===== src/design/bsc_pkg.sv =====
// Shared types, widths and constants of the barometric sensor compensation pipeline.
`timescale 1ns / 1ps

package bsc_pkg;

  localparam int RAW_W    = 24;
  localparam int COEFF_W  = 16;
  localparam int IDX_W    = 3;
  localparam int DT_W     = 25;
  localparam int PROD_W   = 42;
  localparam int TEMP_W   = 19;
  localparam int OFF1_W   = 35;
  localparam int SENS1_W  = 34;
  localparam int TCORR_W  = 17;
  localparam int SQ_W     = 35;
  localparam int CORR_W   = 39;
  localparam int COMP_W   = 41;
  localparam int PW_W     = 37;
  localparam int IN_DATA_W  = 48;
  localparam int OUT_DATA_W = 56;

  localparam int TEMP_SHIFT  = 23;
  localparam int OFF_SHIFT   = 7;
  localparam int SENS_SHIFT  = 8;
  localparam int TSQ_SHIFT   = 31;
  localparam int P_SHIFT     = 21;
  localparam int OFF_SCALE   = 16;
  localparam int SENS_SCALE  = 15;
  localparam int REF_SCALE   = 8;

  localparam logic signed [TEMP_W-1:0] TEMP_BASE = 19'sd2000;
  localparam logic signed [TEMP_W-1:0] VLOW_LIM  = 19'sd1500;

  typedef enum logic [IDX_W-1:0] {
    CFG_SENS,
    CFG_OFFSET,
    CFG_SENS_TC,
    CFG_OFFSET_TC,
    CFG_REF_TEMP,
    CFG_TEMP_SENS,
    CFG_SO_EN
  } cfg_idx_e;

  typedef struct packed {
    logic [COEFF_W-1:0] sens;
    logic [COEFF_W-1:0] offset;
    logic [COEFF_W-1:0] sens_tc;
    logic [COEFF_W-1:0] offset_tc;
    logic [COEFF_W-1:0] ref_temp;
    logic [COEFF_W-1:0] temp_sens;
    logic               so_en;
  } cfg_t;

  localparam cfg_t CFG_RESET = '{
    sens:      '0,
    offset:    '0,
    sens_tc:   '0,
    offset_tc: '0,
    ref_temp:  '0,
    temp_sens: '0,
    so_en:     1'b1
  };

  typedef struct packed {
    logic [RAW_W-1:0]   d1;
    logic [TEMP_W-1:0]  temp;
    logic [OFF1_W-1:0]  off1;
    logic [SENS1_W-1:0] sens1;
    logic [TCORR_W-1:0] tcorr;
  } fo_t;

  typedef struct packed {
    logic [RAW_W-1:0]  d1;
    logic [TEMP_W-1:0] temp_out;
    logic [COMP_W-1:0] off;
    logic [COMP_W-1:0] sens;
  } so_t;

endpackage


===== src/design/bsc_cfg.sv =====
// Calibration and mode register file written through the configuration port.
`timescale 1ns / 1ps

module bsc_cfg import bsc_pkg::*; (
  input  logic               clk_i,
  input  logic               rst_ni,
  input  logic               cfg_we_i,
  input  logic [IDX_W-1:0]   cfg_index_i,
  input  logic [COEFF_W-1:0] cfg_data_i,
  output cfg_t               cfg_o
);

  cfg_t cfg_q, cfg_d;

  always_comb begin
    cfg_d = cfg_q;
    if (cfg_we_i) begin
      case (cfg_idx_e'(cfg_index_i))
        CFG_SENS:      cfg_d.sens      = cfg_data_i;
        CFG_OFFSET:    cfg_d.offset    = cfg_data_i;
        CFG_SENS_TC:   cfg_d.sens_tc   = cfg_data_i;
        CFG_OFFSET_TC: cfg_d.offset_tc = cfg_data_i;
        CFG_REF_TEMP:  cfg_d.ref_temp  = cfg_data_i;
        CFG_TEMP_SENS: cfg_d.temp_sens = cfg_data_i;
        CFG_SO_EN:     cfg_d.so_en     = cfg_data_i[0];
        default: ;
      endcase
    end
  end

  always_ff @(posedge clk_i or negedge rst_ni) begin
    if (!rst_ni) begin
      cfg_q <= CFG_RESET;
    end else begin
      cfg_q <= cfg_d;
    end
  end

  assign cfg_o = cfg_q;

endmodule


===== config.mk =====
export PLATFORM = sky130hd
export DESIGN_NAME = bsc_cfg
export DESIGN_NICKNAME = d
export VERILOG_FILES = /design/src/design/bsc_pkg.sv /design/src/design/bsc_cfg.sv
export SDC_FILE = /design/constraint.sdc
export NUM_CORES = 1
export LEC_CHECK = 0
export BUFFER_PORTS_ARGS = -buffer_cell sky130_fd_sc_hd__buf_4
export CAP_MARGIN = 20
export CORE_MARGIN = 1.5
export CORE_UTILIZATION = 54
export CTS_CLUSTER_DIAMETER = 30
export DETAILED_ROUTE_END_ITERATION = 16
export GPL_TIMING_DRIVEN = 0
export PLACE_DENSITY = 0.95
export SLEW_MARGIN = 20
export SYNTH_ARGS = -nofsm -noshare
export SYNTH_HDL_FRONTEND = slang
export SYNTH_SLANG_ARGS = --single-unit

===== constraint.sdc =====
create_clock -name clk_i -period 2.45 [get_ports clk_i]
set_clock_uncertainty 0.1 [all_clocks]
set_input_delay 0.245 -clock clk_i [delete_from_list [all_inputs] [get_ports clk_i]]
set_output_delay 0.245 -clock clk_i [all_outputs]
set_load 0.02 [all_outputs]

==> flow_summary.json <==
{
  "path_depth": 4,
  "synthSimpleGateAreaFrac": 0.0268,
  "crit_family": "simple AND/OR/NAND/NOR gates",
  "netlist_top_cells_area": "dfrtp_1 64%, mux2_2 29%, buf_6 1.8%",
  "setup-violations-final": 0,
  "period_share": 0.597,
  "critPathCaptureType": "flip-flop",
  "synth_compound_area_frac": 0,
  "synth_seq_cells": 97,
  "start_kind": "input pin",
  "syn_nets": 233,
  "max_freq_mhz": 684,
  "hold_path_class": "in -> reg",
  "nets": 363,
  "rsz0062_at_grt": "false",
  "yosys-top-cells-count": "97 x mux2_2, 96 x dfrtp_1, 6 x buf_6",
  "gp_congestion": 0.767,
  "crit_type": "in -> reg",
  "yosys.area.top_type": "dfrtp_1",
  "routed-via-count": 2300,
  "crit_start": "cfg_index_i[1]",
  "fin_ws_ns": 0.989,
  "clock_latency_ns": 0.35,
  "p_leak_nw": 2.32,
  "initial_core_util": 0.555,
  "clk_pin_slew_ns": 0.09,
  "first_pass_iters": 4,
  "grt-ovfl-total": 0,
  "period_needed_ns": 1.46,
  "place_ws_ns": 0.625,
  "hpwl_mm": 5.62,
  "synthAdderAreaFrac": 0,
  "grt_pass1_vias": 2415,
  "groute.usage.overall": 0.220,
  "hold_start": "cfg_data_i[9]",
  "drt_iter0_markers": 36,
  "synth_ff_type": "dfrtp_1",
  "routed_via_density": 5.40,
  "wl_mm": 7.73,
  "cts_tree": "done",
  "yosysWarningCount": 0,
  "synth-async-reset-ratio": 1.00,
  "synth_xor_area_frac": 0,
  "fillers": 437,
  "cpPeakStageDelay_ns": 0.60,
  "required_ns": 2.59,
  "crit_path_top_delay_cell": "nor4b_4",
  "power_mw": 4.57,
  "r2r_start": "cfg_o[28]",
  "syn_area_per_cell_um2": 17.7,
  "antenna_found_initial": 0,
  "finalMaxSlewViolations": 0,
  "final_cell_area_um2": 4920,
  "hold_viol_final": 0,
  "dpl_cell_area_um2": 4730,
  "cts_sinks": 97,
  "drcViolationCount": 0,
  "synth_edf_count": 0,
  "muxShareOfSynthArea": 0.293,
  "maxCapViolCount": 0,
  "hold_ws_ns": 0.0593,
  "cp.arrival_ns": 1.60,
  "die_area_um2": 7410,
  "ir_drop_mv": 0.632,
  "grt_pass1_wl_mm": 12.3,
  "drtAntennaViolNets": 0,
  "grt_max_degree": 52,
  "rows": 30,
  "antennaDiodeCount": 0,
  "whs_path_depth": 2,
  "io_pins": 119,
  "drive_above_1_share": 0.708,
  "reg2reg_depth": 1,
  "synth_seq_area_share": 0.651,
  "clock_path_buffers": 2,
  "cellPowerDensity_nw_per_um2": 929,
  "htreeDepth": 3,
  "slew_headroom": 0.574,
  "synthCells": 211,
  "crit_fanout": 10,
  "syn2layout_area_growth_pct": 31.9,
  "port_buffers": 117,
  "netlist_area_um2": 3730,
  "setup_tns_ns": 0,
  "core_area_um2": 6720,
  "wire_per_inst_um": 18.2,
  "synth_top_family_by_area": "multiplexers",
  "status": "finished, final reports clean",
  "crit_buf_inv": 2,
  "chipWidth_um": 86.1,
  "cp_cell_sequence": "buf_4 -> nor4b_4 -> buf_6 -> mux2_2",
  "largest_reg_flops": 97,
  "yosysUniqueCellTypes": 11,
  "die_h_um": 86.1,
  "cts_root_buf": "clkbuf_8",
  "yosysTopAreaCellShare": 0.644,
  "synth_most_common_cell": "mux2_2",
  "tightestPinTransition_ns": 0.636,
  "cts_buffers": 9
}
-- what timing repair did --
action	CTS	global route
hold buffers	1	0
setup buffers	0	0
hold endpoints to repair	46	0
resized for setup	0	0
-- per-stage QoR --
step	utilization	instances
CTS	0.732	426
global route	0.732	426
global placement	0.701	408
finish	0.732	426
detailed placement	0.705	409
floorplan	-	211
-- layout make-up --
| type | instances | area [um^2] | share of cell area |
|---|---|---|---|
| well taps | 80 | 100 | 0.0204 |
| clock inverters | 4 | 28.8 | 0.00585 |
| repair buffers | 119 | 916 | 0.186 |
| flip-flops and latches | 97 | 2430 | 0.494 |
| multi-input cells | 104 | 1190 | 0.242 |
| clock buffers | 12 | 145 | 0.0295 |
| plain buffers | 10 | 108 | 0.0219 |
-- worst paths after layout --
path | to | slack (ns)
hold reg to reg | cfg_o[21] | 0.41
min in group asynchronous | cfg_o[9] | 0.34
setup / recovery | cfg_o[94] | 0.99
setup reg to reg | cfg_o[28] | 1.57
max in group asynchronous | cfg_o[0] | 1.19
hold / removal | cfg_o[90] | 0.06
-- routing by layer --
| layer | part of all wire | track usage | wire, um |
|---|---|---|---|
| met5 | 0 | 0 | 0 |
| met4 | 0.018 | 0.0982 | 140 |
| met3 | 0.069 | 0.0577 | 532 |
| met2 | 0.49 | 0.371 | 3780 |
| met1 | 0.42 | 0.267 | 3280 |
-- where the power goes --
group	switching [mW]	internal, mW	total [mW]
clock	0.520	0.398	0.918
sequential	0.197	1.96	2.15
combinational	0.764	0.736	1.50
-- cells in the final DEF (no fill, tap or decap), drive strengths merged --
master / count
buf: 128
mux2: 97
dfrtp: 96
clkbuf: 12
and4bb: 3
nand4b: 3
clkinvlp: 2
clkinv: 2
nor4b: 1
dfstp: 1
dlygate4sd3: 1
-- kinds of logic (layout without fill, tap and decap cells) --
group                  after synthesis  in the layout
buffers and inverters               10            145
flip-flops                          97             97
multiplexers                        97             97
AND/OR/NAND/NOR                      7              7
Note: power is estimated with default switching activity, not from simulation.
