### src/design/bsc_pkg.sv
// Shared types, widths and constants of the barometric sensor compensation pipeline.
`timescale 1ns / 1ps

package bsc_pkg;

  localparam int RAW_W    = 24;
  localparam int COEFF_W  = 16;
  localparam int IDX_W    = 3;
  localparam int DT_W     = 25;
  localparam int PROD_W   = 42;
  localparam int TEMP_W   = 19;
  localparam int OFF1_W   = 35;
  localparam int SENS1_W  = 34;
  localparam int TCORR_W  = 17;
  localparam int SQ_W     = 35;
  localparam int CORR_W   = 39;
  localparam int COMP_W   = 41;
  localparam int PW_W     = 37;
  localparam int IN_DATA_W  = 48;
  localparam int OUT_DATA_W = 56;

  localparam int TEMP_SHIFT  = 23;
  localparam int OFF_SHIFT   = 7;
  localparam int SENS_SHIFT  = 8;
  localparam int TSQ_SHIFT   = 31;
  localparam int P_SHIFT     = 21;
  localparam int OFF_SCALE   = 16;
  localparam int SENS_SCALE  = 15;
  localparam int REF_SCALE   = 8;

  localparam logic signed [TEMP_W-1:0] TEMP_BASE = 19'sd2000;
  localparam logic signed [TEMP_W-1:0] VLOW_LIM  = 19'sd1500;

  typedef enum logic [IDX_W-1:0] {
    CFG_SENS,
    CFG_OFFSET,
    CFG_SENS_TC,
    CFG_OFFSET_TC,
    CFG_REF_TEMP,
    CFG_TEMP_SENS,
    CFG_SO_EN
  } cfg_idx_e;

  typedef struct packed {
    logic [COEFF_W-1:0] sens;
    logic [COEFF_W-1:0] offset;
    logic [COEFF_W-1:0] sens_tc;
    logic [COEFF_W-1:0] offset_tc;
    logic [COEFF_W-1:0] ref_temp;
    logic [COEFF_W-1:0] temp_sens;
    logic               so_en;
  } cfg_t;

  localparam cfg_t CFG_RESET = '{
    sens:      '0,
    offset:    '0,
    sens_tc:   '0,
    offset_tc: '0,
    ref_temp:  '0,
    temp_sens: '0,
    so_en:     1'b1
  };

  typedef struct packed {
    logic [RAW_W-1:0]   d1;
    logic [TEMP_W-1:0]  temp;
    logic [OFF1_W-1:0]  off1;
    logic [SENS1_W-1:0] sens1;
    logic [TCORR_W-1:0] tcorr;
  } fo_t;

  typedef struct packed {
    logic [RAW_W-1:0]  d1;
    logic [TEMP_W-1:0] temp_out;
    logic [COMP_W-1:0] off;
    logic [COMP_W-1:0] sens;
  } so_t;

endpackage

### src/design/bsc_pressure.sv
// Pressure stages: split sensitivity product, truncating scale and saturating offset removal.
`timescale 1ns / 1ps

module bsc_pressure import bsc_pkg::*; (
  input  logic              clk_i,
  input  logic              rst_ni,
  input  logic              in_valid_i,
  output logic              in_ready_o,
  input  so_t               in_i,
  output logic              out_valid_o,
  input  logic              out_ready_i,
  output logic [TEMP_W-1:0] temperature_centi_o,
  output logic [PW_W-1:0]   pressure_word_o
);

  localparam int PLO_W = RAW_W + P_SHIFT;
  localparam int PHI_W = RAW_W + 1 + COMP_W - P_SHIFT;
  localparam int Q_W   = PHI_W + 1;
  localparam int PW47_W = Q_W + 1;

  logic rdy7, rdy8, rdy9;
  logic v7_q, v8_q, v9_q;

  logic [PLO_W-1:0]         p_lo_d, p_lo_7_q;
  logic signed [PHI_W-1:0]  p_hi_d, p_hi_7_q;
  logic                     neg_7_q;
  logic [COMP_W-1:0]        off_7_q, off_8_q;
  logic [TEMP_W-1:0]        temp_7_q, temp_8_q, temp_9_q;
  logic signed [Q_W-1:0]    q_d, q_8_q;
  logic signed [PW47_W-1:0] pw_full;
  logic [PW_W-1:0]          pw_d, pw_9_q;

  assign rdy9 = !v9_q || out_ready_i;
  assign rdy8 = !v8_q || rdy9;
  assign rdy7 = !v7_q || rdy8;
  assign in_ready_o = rdy7;

  assign p_lo_d = in_i.d1 * in_i.sens[P_SHIFT-1:0];
  assign p_hi_d = $signed({1'b0, in_i.d1}) * $signed(in_i.sens[COMP_W-1:P_SHIFT]);

  // The low product is non-negative, so the quotient is the high product plus the carried
  // low part, moved up by one when a negative result has a nonzero remainder.
  assign q_d = $signed({p_hi_7_q[PHI_W-1], p_hi_7_q})
             + $signed({{(Q_W-RAW_W){1'b0}}, p_lo_7_q[PLO_W-1:P_SHIFT]})
             + $signed({{(Q_W-1){1'b0}}, neg_7_q && (|p_lo_7_q[P_SHIFT-1:0])});

  assign pw_full = $signed({q_8_q[Q_W-1], q_8_q})
                 - $signed({{(PW47_W-COMP_W){off_8_q[COMP_W-1]}}, off_8_q});

  always_comb begin
    if (pw_full[PW47_W-1:PW_W-1] == '0 || pw_full[PW47_W-1:PW_W-1] == '1) begin
      pw_d = pw_full[PW_W-1:0];
    end else if (pw_full[PW47_W-1]) begin
      pw_d = {1'b1, {(PW_W-1){1'b0}}};
    end else begin
      pw_d = {1'b0, {(PW_W-1){1'b1}}};
    end
  end

  always_ff @(posedge clk_i or negedge rst_ni) begin
    if (!rst_ni) begin
      v7_q <= 1'b0;
      v8_q <= 1'b0;
      v9_q <= 1'b0;
    end else begin
      if (rdy7) v7_q <= in_valid_i;
      if (rdy8) v8_q <= v7_q;
      if (rdy9) v9_q <= v8_q;
    end
  end

  always_ff @(posedge clk_i) begin
    if (rdy7 && in_valid_i) begin
      p_lo_7_q <= p_lo_d;
      p_hi_7_q <= p_hi_d;
      neg_7_q  <= in_i.sens[COMP_W-1];
      off_7_q  <= in_i.off;
      temp_7_q <= in_i.temp_out;
    end
    if (rdy8 && v7_q) begin
      q_8_q    <= q_d;
      off_8_q  <= off_7_q;
      temp_8_q <= temp_7_q;
    end
    if (rdy9 && v8_q) begin
      pw_9_q   <= pw_d;
      temp_9_q <= temp_8_q;
    end
  end

  assign out_valid_o         = v9_q;
  assign temperature_centi_o = temp_9_q;
  assign pressure_word_o     = pw_9_q;

endmodule

### config.mk
export PLATFORM = sky130hd
export DESIGN_NAME = bsc_pressure
export DESIGN_NICKNAME = d
export VERILOG_FILES = /design/src/design/bsc_pkg.sv /design/src/design/bsc_pressure.sv
export SDC_FILE = /design/constraint.sdc
export NUM_CORES = 2
export LEC_CHECK = 0
export BUFFER_PORTS_ARGS = -buffer_cell sky130_fd_sc_hd__buf_2
export CORE_MARGIN = 3
export CORE_UTILIZATION = 55
export CTS_BUF_LIST = sky130_fd_sc_hd__clkbuf_16
export CTS_CLUSTER_SIZE = 10
export DETAILED_ROUTE_END_ITERATION = 7
export GPL_ROUTABILITY_DRIVEN = 0
export GPL_TIMING_DRIVEN = 1
export PLACE_DENSITY = 0.77
export SLEW_MARGIN = 25
export SYNTH_ARGS = -nofsm -noshare
export SYNTH_HDL_FRONTEND = slang
export SYNTH_SLANG_ARGS = --single-unit
### constraint.sdc
create_clock -name clk_i -period 10.1 [get_ports clk_i]
set_clock_uncertainty 0.2 [all_clocks]
set_input_delay 2.02 -clock clk_i [delete_from_list [all_inputs] [get_ports clk_i]]
set_output_delay 2.02 -clock clk_i [all_outputs]
set_load 0.01 [all_outputs]
==> results.toml <==
[synth]
synthCells = 4667
synth_edf_count = 313
syn-cell-area_um2 = 46600
synthDistinctLibCells = 92
ys_warn_count = 0
ys_top_cells_by_area = "fa_1 35%, edfxtp_1 20%, ha_1 11%"
yosysSeqAreaShare = 0.203
synth_top_area_cell = "fa_1"
synth_most_common_cell = "inv_1"
syn_avg_cell_area_um2 = 9.99
synth_nets = 6012
ys_ff_latch = 316
synth_flop_cell = "edfxtp_1"
yosysTopAreaCellShare = 0.348
async_reset_ff_frac = 0.00949
yosys-top-cells-count = "964 x inv_1, 811 x fa_1, 541 x nand2_1, 519 x and2_1, 405 x ha_1"

[critical_path]
critPathKind = "in -> reg"
worstReg2RegEnd = "q_8_q[35]"
r2r_cells = 16
arrival_ps = 9430
r2r_start = "p_lo_7_q[15]"
end_kind = "flip-flop"
startpoint_type = "primary input"
critPathMaxFanout = 22
rrSetupSlack_ps = 4290
cp.required_ps = 10180

[timing]
tightest_slew_ps = 887
tns_ps = 0
finalMaxSlewViolations = 0
min_period_ps = 9350
max_slew_margin = 0.409
fin_crit_sh = 0.926
fmax_ghz = 0.107
grt_setup_unrepaired = "false"
setup_viol = 0
hold_viol = 0

[hold_path]
hold_depth = 0
worstHoldStart = "temp_7_q[1]"
min_path_type = "reg -> reg"
holdPathEnd = "temp_8_q[1]"

[floorplanning]
rows = 106
die_area_um2 = 88300
core_um2 = 83800
die_w_um = 297
initial_core_util = 0.556
pin_count = 187
fp.dieH_um = 297

[grt]
grt_pass1_vias = 34500
grt_remaining_overflow = 0
antenna_found_initial = 8
grt.total_usage = 0.262
grt_max_degree = 84
grt_pass1_wl_um = 184000

[layout]
multiInputGateArea_um2 = 32600
final_net_count = 6103
regArea_um2 = 9470
area_growth_pct = 6.70
stdcell_count = 5907
drive_gt1_frac = 0.0736
fillers = 7033

[job]
maxCapViolCount = 0

[routing]
vias = 32400
routedWlPerCell_um = 19.3
wl_um = 114000
ant_nets = 0
drcViolationCount = 0
vias_per_cell = 5.49
detail_route.iter0.violations = 2290
drt_pass1_iterations = 5

[clocking]
cts-resized-gates = 0
cts_buffer_depth = 3
path_clk_slew_ps = 60
h-tree-depth = 2
cts_tree = "done"
clock-sinks = 316
cts-hold-fix-buffers = 0
cts-buffers-inserted = 38
clock-root-buffer = "clkbuf_16"
post-cts-setup-buffers = 0
worstSkewPairLatency_ps = 530

[placed_design]
dp_hpwl_um = 90300
portBuffers = 186
dpl.cell_count = 5852

[status]
status = "finished clean"
how the worst max path moves through the flow:
stage,startpoint,end,slack (ps),cells after the start
after floorplan,in_i[112],p_hi_7_q[43],1130,26
after global placement,in_i[26],p_hi_7_q[43],430,24
after detailed placement,in_i[26],p_hi_7_q[43],260,24
after CTS,in_i[111],p_lo_7_q[38],830,25
after global routing,in_i[111],p_lo_7_q[44],490,25
final,in_i[111],p_lo_7_q[38],750,25
logic make-up after synthesis:
kind of cell,count (synthesis),synth area share
AOI/OAI and AO/OA,461,0.0670
xor gates and xnor gates,161,0.0302
adders and majority gates,1216,0.457
buffers and inverters,1170,0.0967
DFF,316,0.203
muxes,1,0.000215
and+or+nand+nor,1342,0.146
placed cells by master (no fill, tap or decap), types with 6 or more instances in the layout:
cell type / n
and3_1: 17
nand2_1: 541
inv_1: 971
a31oi_1: 16
o21bai_1: 23
buf_4: 66
clkbuf_16: 39
nor2b_1: 15
o31a_1: 6
o21ai_0: 68
o31ai_1: 9
o211ai_1: 6
xor2_1: 60
nand2b_1: 36
nand3_1: 22
a21boi_0: 6
nor4_1: 8
a21o_1: 88
nor2_1: 101
edfxtp_1: 313
nor3_1: 21
buf_2: 186
ha_1: 405
nand4_1: 21
o21a_1: 26
a21o_2: 9
fa_1: 811
or3_1: 10
a21oi_1: 138
xnor2_1: 101
and2_1: 516
registers in the layout, summed over array words and instances (netlist names):
name	cells
temperature_centi_o	19
p_lo_7_q	45
v7_q	1
q_8_q	46
v8_q	1
pressure_word_o	37
temp_8_q	19
neg_7_q	1
p_hi_7_q	45
off_7_q	41
temp_7_q	19
off_8_q	41
out_valid_o	1
per-stage QoR:
stage,hold WS (ps),area (um^2),utilization,setup slack (ps)
final,212,49700,0.593,751
after global routing,216,49700,0.593,486
after CTS,212,49700,0.593,834
after detailed placement,205,48700,0.580,256
after global placement,201,48700,0.580,428
after floorplan,200,46600,-,1130
routing by layer:
metal  track usage  wire length, um  up-vias
li1              -                -    14600
met5             0               23        -
met4        0.0836             3980        4
met2         0.425            52300     1430
met3        0.0588            11000      238
met1         0.354            46600    16200
area by class of cell:
type | count | share of cell area
Multi-Input combinational cell | 3181 | 0.656
Sequential cell | 316 | 0.190
Inverter | 965 | 0.0728
Timing Repair Buffer | 256 | 0.0301
Tap cell | 1134 | 0.0285
Clock buffer | 39 | 0.0196
Clock inverter | 12 | 0.00201
Antenna cell | 4 | 0.000201
critical path, cell delays in order:
cell and delay [ps]:
buf_2 480, buf_4 410, and2_1 200, fa_1 440, fa_1 510, inv_1 50
fa_1 470, inv_1 50, fa_1 480, fa_1 510, fa_1 500, inv_1 60
fa_1 480, inv_1 40, ha_1 360, nand4_1 140, nor4b_1 270, a21oi_1 130
nand3b_1 210, a21oi_1 270, o221ai_1 260, o21a_1 290, o21a_1 290, o31a_1 350
xnor2_1 140
Power is not shown: default switching activity piles up to over one toggle a cycle in this logic, so the estimate is an artifact.
