File: src/design/bsc_pkg.sv
// Shared types, widths and constants of the barometric sensor compensation pipeline.
`timescale 1ns / 1ps

package bsc_pkg;

  localparam int RAW_W    = 24;
  localparam int COEFF_W  = 16;
  localparam int IDX_W    = 3;
  localparam int DT_W     = 25;
  localparam int PROD_W   = 42;
  localparam int TEMP_W   = 19;
  localparam int OFF1_W   = 35;
  localparam int SENS1_W  = 34;
  localparam int TCORR_W  = 17;
  localparam int SQ_W     = 35;
  localparam int CORR_W   = 39;
  localparam int COMP_W   = 41;
  localparam int PW_W     = 37;
  localparam int IN_DATA_W  = 48;
  localparam int OUT_DATA_W = 56;

  localparam int TEMP_SHIFT  = 23;
  localparam int OFF_SHIFT   = 7;
  localparam int SENS_SHIFT  = 8;
  localparam int TSQ_SHIFT   = 31;
  localparam int P_SHIFT     = 21;
  localparam int OFF_SCALE   = 16;
  localparam int SENS_SCALE  = 15;
  localparam int REF_SCALE   = 8;

  localparam logic signed [TEMP_W-1:0] TEMP_BASE = 19'sd2000;
  localparam logic signed [TEMP_W-1:0] VLOW_LIM  = 19'sd1500;

  typedef enum logic [IDX_W-1:0] {
    CFG_SENS,
    CFG_OFFSET,
    CFG_SENS_TC,
    CFG_OFFSET_TC,
    CFG_REF_TEMP,
    CFG_TEMP_SENS,
    CFG_SO_EN
  } cfg_idx_e;

  typedef struct packed {
    logic [COEFF_W-1:0] sens;
    logic [COEFF_W-1:0] offset;
    logic [COEFF_W-1:0] sens_tc;
    logic [COEFF_W-1:0] offset_tc;
    logic [COEFF_W-1:0] ref_temp;
    logic [COEFF_W-1:0] temp_sens;
    logic               so_en;
  } cfg_t;

  localparam cfg_t CFG_RESET = '{
    sens:      '0,
    offset:    '0,
    sens_tc:   '0,
    offset_tc: '0,
    ref_temp:  '0,
    temp_sens: '0,
    so_en:     1'b1
  };

  typedef struct packed {
    logic [RAW_W-1:0]   d1;
    logic [TEMP_W-1:0]  temp;
    logic [OFF1_W-1:0]  off1;
    logic [SENS1_W-1:0] sens1;
    logic [TCORR_W-1:0] tcorr;
  } fo_t;

  typedef struct packed {
    logic [RAW_W-1:0]  d1;
    logic [TEMP_W-1:0] temp_out;
    logic [COMP_W-1:0] off;
    logic [COMP_W-1:0] sens;
  } so_t;

endpackage

File: src/design/bsc_first_order.sv
// First-order stages: temperature difference, coefficient products and scaled terms.
`timescale 1ns / 1ps

module bsc_first_order import bsc_pkg::*; (
  input  logic             clk_i,
  input  logic             rst_ni,
  input  cfg_t             cfg_i,
  input  logic             in_valid_i,
  output logic             in_ready_o,
  input  logic [RAW_W-1:0] raw_pressure_i,
  input  logic [RAW_W-1:0] raw_temperature_i,
  output logic             out_valid_o,
  input  logic             out_ready_i,
  output fo_t              out_o
);

  logic rdy1, rdy2, rdy3;
  logic v1_q, v2_q, v3_q;

  logic [RAW_W-1:0]         d1_1_q, d1_2_q;
  logic signed [DT_W-1:0]   dt_d, dt_1_q;
  logic signed [PROD_W-1:0] pt_d, po_d, ps_d;
  logic signed [PROD_W-1:0] pt_2_q, po_2_q, ps_2_q;
  logic signed [2*DT_W-1:0] dtsq_d;
  logic [TCORR_W-1:0]       tcorr_2_q;
  logic signed [PROD_W-1:0] pt_bias, po_bias, ps_bias;
  fo_t                      fo_d, fo_q;

  assign rdy3 = !v3_q || out_ready_i;
  assign rdy2 = !v2_q || rdy3;
  assign rdy1 = !v1_q || rdy2;
  assign in_ready_o = rdy1;

  assign dt_d = $signed({1'b0, raw_temperature_i})
              - $signed({1'b0, cfg_i.ref_temp, {REF_SCALE{1'b0}}});

  assign pt_d   = dt_1_q * $signed({1'b0, cfg_i.temp_sens});
  assign po_d   = dt_1_q * $signed({1'b0, cfg_i.offset_tc});
  assign ps_d   = dt_1_q * $signed({1'b0, cfg_i.sens_tc});
  assign dtsq_d = dt_1_q * dt_1_q;

  // Negative products get a bias so the shift truncates toward zero.
  assign pt_bias = pt_2_q + $signed({{(PROD_W-TEMP_SHIFT){1'b0}}, {TEMP_SHIFT{pt_2_q[PROD_W-1]}}});
  assign po_bias = po_2_q + $signed({{(PROD_W-OFF_SHIFT){1'b0}}, {OFF_SHIFT{po_2_q[PROD_W-1]}}});
  assign ps_bias = ps_2_q + $signed({{(PROD_W-SENS_SHIFT){1'b0}}, {SENS_SHIFT{ps_2_q[PROD_W-1]}}});

  always_comb begin
    fo_d.d1    = d1_2_q;
    fo_d.temp  = $signed(pt_bias[TEMP_SHIFT +: TEMP_W]) + TEMP_BASE;
    fo_d.off1  = $signed({{(OFF1_W-COEFF_W-OFF_SCALE){1'b0}}, cfg_i.offset, {OFF_SCALE{1'b0}}})
               + $signed(po_bias[OFF_SHIFT +: OFF1_W]);
    fo_d.sens1 = $signed({{(SENS1_W-COEFF_W-SENS_SCALE){1'b0}}, cfg_i.sens,
                          {SENS_SCALE{1'b0}}})
               + $signed(ps_bias[SENS_SHIFT +: SENS1_W]);
    fo_d.tcorr = tcorr_2_q;
  end

  always_ff @(posedge clk_i or negedge rst_ni) begin
    if (!rst_ni) begin
      v1_q <= 1'b0;
      v2_q <= 1'b0;
      v3_q <= 1'b0;
    end else begin
      if (rdy1) v1_q <= in_valid_i;
      if (rdy2) v2_q <= v1_q;
      if (rdy3) v3_q <= v2_q;
    end
  end

  always_ff @(posedge clk_i) begin
    if (rdy1 && in_valid_i) begin
      d1_1_q <= raw_pressure_i;
      dt_1_q <= dt_d;
    end
    if (rdy2 && v1_q) begin
      d1_2_q    <= d1_1_q;
      pt_2_q    <= pt_d;
      po_2_q    <= po_d;
      ps_2_q    <= ps_d;
      tcorr_2_q <= dtsq_d[TSQ_SHIFT +: TCORR_W];
    end
    if (rdy3 && v2_q) begin
      fo_q <= fo_d;
    end
  end

  assign out_valid_o = v3_q;
  assign out_o       = fo_q;

endmodule

File: config.mk
export PLATFORM = sky130hd
export DESIGN_NAME = bsc_first_order
export DESIGN_NICKNAME = d
export VERILOG_FILES = /design/src/design/bsc_pkg.sv /design/src/design/bsc_first_order.sv
export SDC_FILE = /design/constraint.sdc
export NUM_CORES = 2
export LEC_CHECK = 0
export ABC_CLOCK_PERIOD_IN_PS = 22400
export BUFFER_PORTS_ARGS = -buffer_cell sky130_fd_sc_hd__buf_4
export CAP_MARGIN = 30
export CORE_MARGIN = 3
export CORE_UTILIZATION = 30
export DETAILED_ROUTE_END_ITERATION = 8
export HOLD_SLACK_MARGIN = 0.03
export PLACE_DENSITY = 0.45
export SLEW_MARGIN = 30
export SYNTH_ARGS = -nofsm -noshare
export SYNTH_HDL_FRONTEND = slang
export SYNTH_SLANG_ARGS = --single-unit
File: constraint.sdc
create_clock -name clk_i -period 22.4 [get_ports clk_i]
set_input_delay 1.12 -clock clk_i [delete_from_list [all_inputs] [get_ports clk_i]]
set_output_delay 1.12 -clock clk_i [all_outputs]
set_load 0.1 [all_outputs]
==> metrics.yaml <==
setup_path:
  cp-end-kind: "flip-flop"
  crit_path_start_kind: "flip-flop"
  worst-path-max-fanout: 31
  worstPathCellList: "buf_4 > buf_4 > and2_1 > fa_1 > fa_1 > inv_1 > fa_1 > inv_1 > fa_1 > fa_1 > fa_1 > inv_1 > fa_1 > inv_1 > ha_1 > and4_1 > a221oi_1 > o21ai_0 > o21a_1 > a41oi_1 > o21ai_1 > o41ai_1 > o21bai_1 > xnor2_1"
  crit_arrival_ns: 9.85
  r2r_slack_ns: 12.93
  timing.critical_path.mode_cell: "fa_1"
  slowest_delay_ns: 0.89
  crit_slowest_cell: "edfxtp_1"
  cp_num_buf_inv: 6
  path_delay_family: "adder cells"
  critical_path_class: "reg -> reg"
  critPathRequiredTime_ns: 22.78
place:
  post-dp-hpwl_um: 153000
  globalplace.congestion: 0.792
  numPortBuffers: 278
yosys:
  synth_xor_area_share_pct: 3.16
  synthMuxAreaShare_pct: 0.0258
  synth_top_family_by_area: "adder cells"
  synth_fp_nets: 10366
  ys_types: 82
  synth_area_um2: 77500
  syn_inst: 7912
  yosysMostFrequentCell: "inv_1"
  synthSimpleGateAreaFrac_pct: 13.0
  yosysSeqAreaShare_pct: 13.5
  synth_top_area_share_pct: 45.6
  synthAdderAreaFrac_pct: 54.3
  synth.largest_area_cell: "fa_1"
  synth_commonest_cells: "2039 x inv_1, 1766 x fa_1, 1002 x nand2_1"
  synth-edff-count: 345
  synth-compound-area-share_pct: 4.58
  syn_avg_cell_area_um2: 9.80
  synth_seq_cells: 348
  synth_ff_type: "edfxtp_1"
  async_flop_share_pct: 0.862
  ys.warnings.count: 0
  synthTopCellsByArea: "fa_1 46%, edfxtp_1 13%, inv_1 9.9%"
clock_tree:
  cts-root-buf: "clkbuf_16"
  cts.repair.resized: 0
  clock_latency_ns: 0.67
  tritoncts: "built"
  htreeDepth: 2
  cts-buffers-inserted: 47
  clock_sinks: 348
  holdBufCountCts: 0
  cts_buffer_depth: 3
  clk_pin_slew_ns: 0.06
  cts_setup_buffers: 0
drt:
  vias: 51157
  ant_nets: 0
  drc: 0
  drt_iter0_markers: 2330
  wl_um: 197000
  first_pass_iters: 5
  wire_per_inst_um: 17.3
  viasPerCell: 4.49
sta:
  finalSetupViolCount: 0
  finalSetupTns_ns: 0
  clock.fmax_mhz: 106
  slew_viol_final: 0
  slew_headroom_pct: 41.3
  finClkSkew_ns: 0.0254
  rsz0062_at_grt: "no"
  period_minus_slack_ns: 9.47
  hold_violations: 0
  worstMarginPinSlew_ns: 0.880
  min_period_over_period_pct: 42.3
floorplanning:
  floorplan.initialDensity_pct: 30.3
  core_area_um2: 256000
  dieArea_um2: 264000
  top_level_ports: 280
  die_h_um: 514
  die_x_um: 514
  fp-row-count: 185
finish:
  drive_gt1_share_pct: 5.64
  final_nets: 10430
  area_growth_pct: 9.47
  regArea_um2: 10400
  n_fill_cell: 26512
  multi_input_area_um2: 58200
status:
  outcome: "finished clean"
global_route:
  grt_max_degree: 76
  use_met3_pct: 1.70
  gr-total-overflow: 0
  grt_use_met1_pct: 21.9
  busiest_layer: "met2"
  grt_pass1_vias: 57887
  grt_usage_pct: 15.5
  grtUsageMet2_pct: 26.0
  grt_pass1_wl_um: 326000
  antenna_found_initial: 13
worst_hold_path:
  hp-class: "in -> async"
run:
  max_cap_viol_count: 0
## worst register-to-register path, cell delays in order (launching register included)
cell and delay (ns):
edfxtp_1 0.89, buf_4 0.53, buf_4 0.53, and2_1 0.40, fa_1 0.56, fa_1 0.54, inv_1 0.05, fa_1 0.51
inv_1 0.06, fa_1 0.48, fa_1 0.51, fa_1 0.50, inv_1 0.05, fa_1 0.50, inv_1 0.05, ha_1 0.32
and4_1 0.27, a221oi_1 0.54, o21ai_0 0.22, o21a_1 0.25, a41oi_1 0.43, o21ai_1 0.24, o41ai_1 0.48, o21bai_1 0.13
xnor2_1 0.15
## stage by stage
stage / worst slack [ns] / util, % / cells / hold slack, ns / cell area [um^2]
after detailed placement: 12.84 / 32.5 / 11293 / 0.405 / 83100
final: 12.93 / 33.2 / 11387 / 0.231 / 84800
after floorplan: 14.88 / - / 7912 / 0.400 / 77500
after global routing: 12.27 / 33.2 / 11382 / 0.175 / 84800
after global placement: 12.89 / 32.5 / 11291 / 0.400 / 83100
after CTS: 12.77 / 33.2 / 11381 / 0.141 / 84800
## cell usage in the layout (no fill, tap or decap), types with 36 or more instances in the layout
master / netlist / final
and3_1: 36 / 36
clkbuf_16: 0 / 48
nand3_1: 72 / 72
xor2_1: 68 / 68
and2_1: 598 / 595
nor2b_1: 48 / 48
nand2_1: 1002 / 1002
a21o_1: 74 / 74
nor2_1: 176 / 176
fa_1: 1766 / 1766
nor3_1: 39 / 39
o21ai_0: 88 / 88
buf_4: 0 / 330
inv_1: 2039 / 2039
xnor2_1: 212 / 212
edfxtp_1: 345 / 345
ha_1: 539 / 539
nand2b_1: 37 / 37
o21a_1: 36 / 36
a21oi_1: 148 / 148
## area by class of cell
cell class,count,share of cell area (%)
inverter,2041,9.03
sequential,348,12.3
timing repair buffer,336,3.05
tap,3366,4.96
clock buffer,51,1.43
multi-input combinational,5202,68.6
clock inverter,37,0.602
antenna,6,0.0177
## flip-flops by register name (all words and copies together), names as in the netlist
| register | cells |
|---|---|
| out_o | 129 |
| v2_q | 1 |
| v1_q | 1 |
| ps_2_q | 42 |
| tcorr_2_q | 17 |
| d1_1_q | 24 |
| pt_2_q | 42 |
| d1_2_q | 24 |
| out_valid_o | 1 |
| dt_1_q | 25 |
| po_2_q | 42 |
## logic make-up after synthesis
logic type	Yosys count
simple gates	2089
flops	348
mux	2
fa+ha+maj	2307
compound gates	524
xor+xnor	280
buf+inv	2362
## routing by layer
| layer | vias to the layer above | part of all wire [%] |
|---|---|---|
| li1 | 23541 | - |
| met3 | 142 | 3.8 |
| met5 | - | 0.016 |
| met4 | 6 | 1.7 |
| met1 | 26643 | 47 |
| met2 | 825 | 47 |
## path summary, 6_finish.rpt
check	start	to	depth (start not counted)
worst max-delay path	dt_1_q[7]	tcorr_2_q[16]	24
worst max register to register	dt_1_q[7]	tcorr_2_q[16]	24
worst min register to register	d1_1_q[10]	d1_2_q[10]	0
max in group asynchronous	rst_ni	out_valid_o	1
min in group clk_i	d1_1_q[10]	d1_2_q[10]	0
worst min-delay path	rst_ni	v1_q	1
Power is left out: the tool's default activity adds up to more than one toggle a clock period on the data nets, which glitch-free logic cannot reach.
