## config.mk

```make
export PLATFORM = sky130hd
export DESIGN_NAME = bsc_second_order
export DESIGN_NICKNAME = d
export VERILOG_FILES = /design/src/design/bsc_pkg.sv /design/src/design/bsc_second_order.sv
export SDC_FILE = /design/constraint.sdc
export NUM_CORES = 2
export LEC_CHECK = 0
export ABC_AREA = 1
export BUFFER_PORTS_ARGS = -buffer_cell sky130_fd_sc_hd__buf_4
export CORE_MARGIN = 5
export CORE_UTILIZATION = 61
export CTS_CLUSTER_DIAMETER = 60
export DETAILED_ROUTE_END_ITERATION = 7
export PLACE_DENSITY = 0.8
export SLEW_MARGIN = 20
export SYNTH_ARGS = -nofsm -noshare
export SYNTH_HDL_FRONTEND = slang
export SYNTH_SLANG_ARGS = --single-unit
```

## constraint.sdc

```tcl
create_clock -name clk_i -period 17.6 [get_ports clk_i]
set_clock_uncertainty 0.05 [all_clocks]
set_input_delay 2.64 -clock clk_i [delete_from_list [all_inputs] [get_ports clk_i]]
set_output_delay 2.64 -clock clk_i [all_outputs]
set_load 0.05 [all_outputs]
```

## src/design/bsc_pkg.sv

```systemverilog
// Shared types, widths and constants of the barometric sensor compensation pipeline.
`timescale 1ns / 1ps

package bsc_pkg;

  localparam int RAW_W    = 24;
  localparam int COEFF_W  = 16;
  localparam int IDX_W    = 3;
  localparam int DT_W     = 25;
  localparam int PROD_W   = 42;
  localparam int TEMP_W   = 19;
  localparam int OFF1_W   = 35;
  localparam int SENS1_W  = 34;
  localparam int TCORR_W  = 17;
  localparam int SQ_W     = 35;
  localparam int CORR_W   = 39;
  localparam int COMP_W   = 41;
  localparam int PW_W     = 37;
  localparam int IN_DATA_W  = 48;
  localparam int OUT_DATA_W = 56;

  localparam int TEMP_SHIFT  = 23;
  localparam int OFF_SHIFT   = 7;
  localparam int SENS_SHIFT  = 8;
  localparam int TSQ_SHIFT   = 31;
  localparam int P_SHIFT     = 21;
  localparam int OFF_SCALE   = 16;
  localparam int SENS_SCALE  = 15;
  localparam int REF_SCALE   = 8;

  localparam logic signed [TEMP_W-1:0] TEMP_BASE = 19'sd2000;
  localparam logic signed [TEMP_W-1:0] VLOW_LIM  = 19'sd1500;

  typedef enum logic [IDX_W-1:0] {
    CFG_SENS,
    CFG_OFFSET,
    CFG_SENS_TC,
    CFG_OFFSET_TC,
    CFG_REF_TEMP,
    CFG_TEMP_SENS,
    CFG_SO_EN
  } cfg_idx_e;

  typedef struct packed {
    logic [COEFF_W-1:0] sens;
    logic [COEFF_W-1:0] offset;
    logic [COEFF_W-1:0] sens_tc;
    logic [COEFF_W-1:0] offset_tc;
    logic [COEFF_W-1:0] ref_temp;
    logic [COEFF_W-1:0] temp_sens;
    logic               so_en;
  } cfg_t;

  localparam cfg_t CFG_RESET = '{
    sens:      '0,
    offset:    '0,
    sens_tc:   '0,
    offset_tc: '0,
    ref_temp:  '0,
    temp_sens: '0,
    so_en:     1'b1
  };

  typedef struct packed {
    logic [RAW_W-1:0]   d1;
    logic [TEMP_W-1:0]  temp;
    logic [OFF1_W-1:0]  off1;
    logic [SENS1_W-1:0] sens1;
    logic [TCORR_W-1:0] tcorr;
  } fo_t;

  typedef struct packed {
    logic [RAW_W-1:0]  d1;
    logic [TEMP_W-1:0] temp_out;
    logic [COMP_W-1:0] off;
    logic [COMP_W-1:0] sens;
  } so_t;

endpackage

```

## src/design/bsc_second_order.sv

```systemverilog
// Second-order stages: low-temperature squares, corrections and corrected offset and sensitivity.
`timescale 1ns / 1ps

module bsc_second_order import bsc_pkg::*; (
  input  logic clk_i,
  input  logic rst_ni,
  input  cfg_t cfg_i,
  input  logic in_valid_i,
  output logic in_ready_o,
  input  fo_t  in_i,
  output logic out_valid_o,
  input  logic out_ready_i,
  output so_t  out_o
);

  logic rdy4, rdy5, rdy6;
  logic v4_q, v5_q, v6_q;

  logic signed [TEMP_W-1:0]   temp, lo, vl;
  logic signed [2*TEMP_W-1:0] lo_sq_full, vl_sq_full;
  logic signed [TEMP_W:0]     temp_corr;
  logic                       low_d, vlow_d;
  logic [TEMP_W-1:0]          temp_out_d;

  logic [RAW_W-1:0]   d1_4_q, d1_5_q;
  logic [OFF1_W-1:0]  off1_4_q, off1_5_q;
  logic [SENS1_W-1:0] sens1_4_q, sens1_5_q;
  logic [TEMP_W-1:0]  temp_out_4_q, temp_out_5_q;
  logic [SQ_W-1:0]    lo_sq_4_q, vl_sq_4_q;
  logic               low_4_q, vlow_4_q;

  logic [SQ_W+2:0]    lo5, vl7;
  logic [SQ_W+3:0]    vl11;
  logic [CORR_W-1:0]  off2_d, sens2_d, off2_5_q, sens2_5_q;
  so_t                so_d, so_q;

  assign rdy6 = !v6_q || out_ready_i;
  assign rdy5 = !v5_q || rdy6;
  assign rdy4 = !v4_q || rdy5;
  assign in_ready_o = rdy4;

  assign temp       = $signed(in_i.temp);
  assign lo         = temp - TEMP_BASE;
  assign vl         = temp + VLOW_LIM;
  assign lo_sq_full = lo * lo;
  assign vl_sq_full = vl * vl;
  assign low_d      = cfg_i.so_en && (temp < TEMP_BASE);
  assign vlow_d     = temp < -VLOW_LIM;
  assign temp_corr  = {temp[TEMP_W-1], temp} - $signed({{(TEMP_W+1-TCORR_W){1'b0}}, in_i.tcorr});
  assign temp_out_d = low_d ? temp_corr[TEMP_W-1:0] : in_i.temp;

  assign lo5  = {3'b000, lo_sq_4_q} + {1'b0, lo_sq_4_q, 2'b00};
  assign vl7  = {vl_sq_4_q, 3'b000} - {3'b000, vl_sq_4_q};
  assign vl11 = {1'b0, vl_sq_4_q, 3'b000} + {3'b000, vl_sq_4_q, 1'b0} + {4'b0000, vl_sq_4_q};

  always_comb begin
    off2_d  = '0;
    sens2_d = '0;
    if (low_4_q) begin
      off2_d  = CORR_W'(lo5[SQ_W+2:1]) + (vlow_4_q ? CORR_W'(vl7) : '0);
      sens2_d = CORR_W'(lo5[SQ_W+2:2]) + (vlow_4_q ? CORR_W'(vl11[SQ_W+3:1]) : '0);
    end
  end

  always_comb begin
    so_d.d1       = d1_5_q;
    so_d.temp_out = temp_out_5_q;
    so_d.off      = $signed({{(COMP_W-OFF1_W){off1_5_q[OFF1_W-1]}}, off1_5_q})
                  - $signed({{(COMP_W-CORR_W){1'b0}}, off2_5_q});
    so_d.sens     = $signed({{(COMP_W-SENS1_W){sens1_5_q[SENS1_W-1]}}, sens1_5_q})
                  - $signed({{(COMP_W-CORR_W){1'b0}}, sens2_5_q});
  end

  always_ff @(posedge clk_i or negedge rst_ni) begin
    if (!rst_ni) begin
      v4_q <= 1'b0;
      v5_q <= 1'b0;
      v6_q <= 1'b0;
    end else begin
      if (rdy4) v4_q <= in_valid_i;
      if (rdy5) v5_q <= v4_q;
      if (rdy6) v6_q <= v5_q;
    end
  end

  always_ff @(posedge clk_i) begin
    if (rdy4 && in_valid_i) begin
      d1_4_q       <= in_i.d1;
      off1_4_q     <= in_i.off1;
      sens1_4_q    <= in_i.sens1;
      temp_out_4_q <= temp_out_d;
      lo_sq_4_q    <= lo_sq_full[SQ_W-1:0];
      vl_sq_4_q    <= vl_sq_full[SQ_W-1:0];
      low_4_q      <= low_d;
      vlow_4_q     <= vlow_d;
    end
    if (rdy5 && v4_q) begin
      d1_5_q       <= d1_4_q;
      off1_5_q     <= off1_4_q;
      sens1_5_q    <= sens1_4_q;
      temp_out_5_q <= temp_out_4_q;
      off2_5_q     <= off2_d;
      sens2_5_q    <= sens2_d;
    end
    if (rdy6 && v5_q) begin
      so_q <= so_d;
    end
  end

  assign out_valid_o = v6_q;
  assign out_o       = so_q;

endmodule

```

==> qor.csv <==
stage,metric,value,unit
clocking,root_buffer,clkbuf_16,
grt,gr-total-overflow,0,
setup_path,r2r-end,off2_5_q[36],
sta,slew_violations,0,
clocking,postCtsSetupBuffers,0,
yosys,async_flop_share,0.604,%
yosys,yosysMostFrequentCell,inv_1,
yosys,yosysWarnings,0,
setup_path,slowest_delay,0.85,ns
placement,place_congestion,1.04,
floorplan,fp.dieW,318,µm
grt,grt_max_degree,132,
setup_path,r2r-start,lo_sq_4_q[0],
setup_path,slowest_stage,fa_1,
detailed_routing,drc,0,
yosys,yosysUniqueCellTypes,70,
setup_path,rrSetupSlack,12.08,ns
clocking,clock_sinks,497,
setup_path,reg2reg_depth,18,
final_layout,area_delta_synth_final,9.12,%
clocking,cts.clk_slew.worst_paths,0.06,ns
sta,timing.hold.ws,0.358,ns
detailed_routing,via_per_inst,5.65,
yosys,yosys.area.top_type,edfxtp_1,
setup_path,required,17.97,ns
run,maxCapViolCount,0,
final_layout,nets,8500,
sta,fin_crit_sh,60.8,%
grt,antenna_found_initial,0,
sta,setup_viol,0,
setup_path,timing.critical_path.from,in_i[89],
clocking,cts_hold_buf,0,
grt,grt_pass1_wl,269,mm
setup_path,startpoint_type,input pin,
clocking,cts_resized,0,
grt,grtUsageTotal,33.7,%
clocking,cts_buffers,58,
clocking,clk_latency,0.66,ns
clocking,h-tree-depth,2,
placement,place_area,61300,µm²
placement,numPortBuffers,260,
floorplan,die_area,101000,µm²
yosys,synthCells,6853,
detailed_routing,antenna_left,0,
setup_path,end_kind,register,
sta,setup-tns-final,0,ns
yosys,avgSynthCellArea,8.46,µm²
yosys,synth_edf_count,494,
sta,max_freq,93.5,MHz
detailed_routing,drtPass1Iterations,6,
sta,slew_headroom,26.6,%
yosys,synth-seq-cells,497,
sta,rsz0062_at_grt,no,
clocking,clockBufferDepth,3,
floorplan,ios,357,
grt,first_global_vias,49100,
final_layout,drive_gt1_share,6.56,%
yosys,synthFlopType,edfxtp_1,
sta,fin_crit,10.69,ns
floorplan,core,94700,µm²
floorplan,fp.dieH,318,µm
yosys,synth_commonest_cells,"inv_1 (1416), nand2_1 (1165), nor2_1 (793)",
run_status,status,finished clean,
yosys,synth_nets,8238,
yosys,synth_area,58000,µm²
detailed_routing,drt-initial-drc-count,3943,
sta,tightestPinTransition,1.10,ns
sta,hold_viol_final,0,
setup_path,critical_path.endpoint,vl_sq_4_q[30],
floorplan,start_util,61.2,%
detailed_routing,routedWlPerCell,20.4,µm
setup_path,setup.worst_path.class,input pin to register,
setup_path,cp_max_fo,23,
detailed_routing,vias,47600,
placement,hpwl,142,mm
yosys,netlist_top_cells_area,"edfxtp_1 (26%), fa_1 (23%), ha_1 (11%)",
clocking,tritoncts,yes,
final_layout,fill_cells,7824,
setup_path,crit_arrival,11.06,ns
final_layout,final_cell_area,63300,µm²
final_layout,num_antenna_cells,0,
setup_path,path_common_cell,fa_1,
min_path,hp-class,register to register,
floorplan,rows,113,
detailed_routing,wl,172,mm
yosys,synth_seq_area_share,25.7,%
yosys,synth_top_area_share,25.6,%
logic make-up after synthesis:
family,count (synthesis),synth area share (%)
AO/OA/AOI/OAI,1097,10.7
AND/OR/NAND/NOR,2364,16.6
other,1,0.00647
XOR/XNOR,212,3.29
buffers and inverters,1527,10.1
adder cells (fa/ha/maj),1155,33.5
flip-flops,497,25.7
routing by layer:
| metal | vias up | routed length, µm | GRT usage (%) |
|---|---|---|---|
| li1 | 22500 | - | - |
| met1 | 23000 | 67400 | 42.1 |
| met2 | 1828 | 85600 | 59.3 |
| met3 | 373 | 11300 | 5.31 |
| met4 | 0 | 8050 | 13.1 |
| met5 | - | 0 | 0 |
worst max-delay path, delay by kind of cell:
family	cells	cell delay (ns)
AOI/OAI and AO/OA	2	0.30
buffers and inverters	7	1.81
adders and majority gates	9	4.55
and+or+nand+nor	9	1.72
state kept, by name, indices dropped and copies added (netlist names), 34 cells and up:
| signal | flops |
|---|---|
| sens2_5_q | 38 |
| off1_4_q | 35 |
| lo_sq_4_q | 34 |
| off1_5_q | 35 |
| off2_5_q | 39 |
| sens1_5_q | 34 |
| out_o | 125 |
| sens1_4_q | 34 |
cell usage in the layout, fill, tap and decap left out, types with 208 or more instances in the layout:
cell type / synthesis / routed
inv_1: 1416 / 1414
nand2_1: 1165 / 1165
nor2_1: 793 / 793
fa_1: 662 / 662
edfxtp_1: 494 / 494
ha_1: 493 / 493
a21oi_1: 464 / 463
o21ai_0: 323 / 323
buf_4: 11 / 279
nand3_1: 208 / 208
worst min-delay path by stage:
stage,startpoint,to,slack [ns],cells after the start
after detailed placement,d1_4_q[12],d1_5_q[12],0.35,0
final,off1_4_q[7],off1_5_q[7],0.36,0
after global placement,d1_4_q[2],d1_5_q[2],0.35,0
after floorplan,d1_4_q[0],d1_5_q[0],0.35,0
after global routing,off1_4_q[7],off1_5_q[7],0.37,0
after CTS,temp_out_4_q[1],temp_out_5_q[1],0.36,0
per-stage QoR:
| step | worst slack [ns] | utilization (%) | instances |
|---|---|---|---|
| 5_1_grt | 6.39 | 66.8 | 8429 |
| 3_3_place_gp | 6.48 | 64.7 | 8320 |
| 4_1_cts | 7.03 | 66.8 | 8429 |
| 3_5_place_dp | 6.35 | 64.7 | 8320 |
| 2_1_floorplan | 7.80 | - | 6853 |
| 6_report | 6.91 | 66.8 | 8429 |
area by class of cell:
cell class	instances	area (µm²)	share of cell area, %
Clock inverter	32	425	0.672
Tap cell	1265	1580	2.50
Clock buffer	77	1570	2.49
Inverter	1450	5470	8.64
Multi-Input combinational cell	4829	37200	58.8
Timing Repair Buffer	279	2090	3.31
Sequential cell	497	14900	23.6
Power is not shown: default switching activity piles up to over one toggle a cycle in this logic, so the estimate is an artifact.
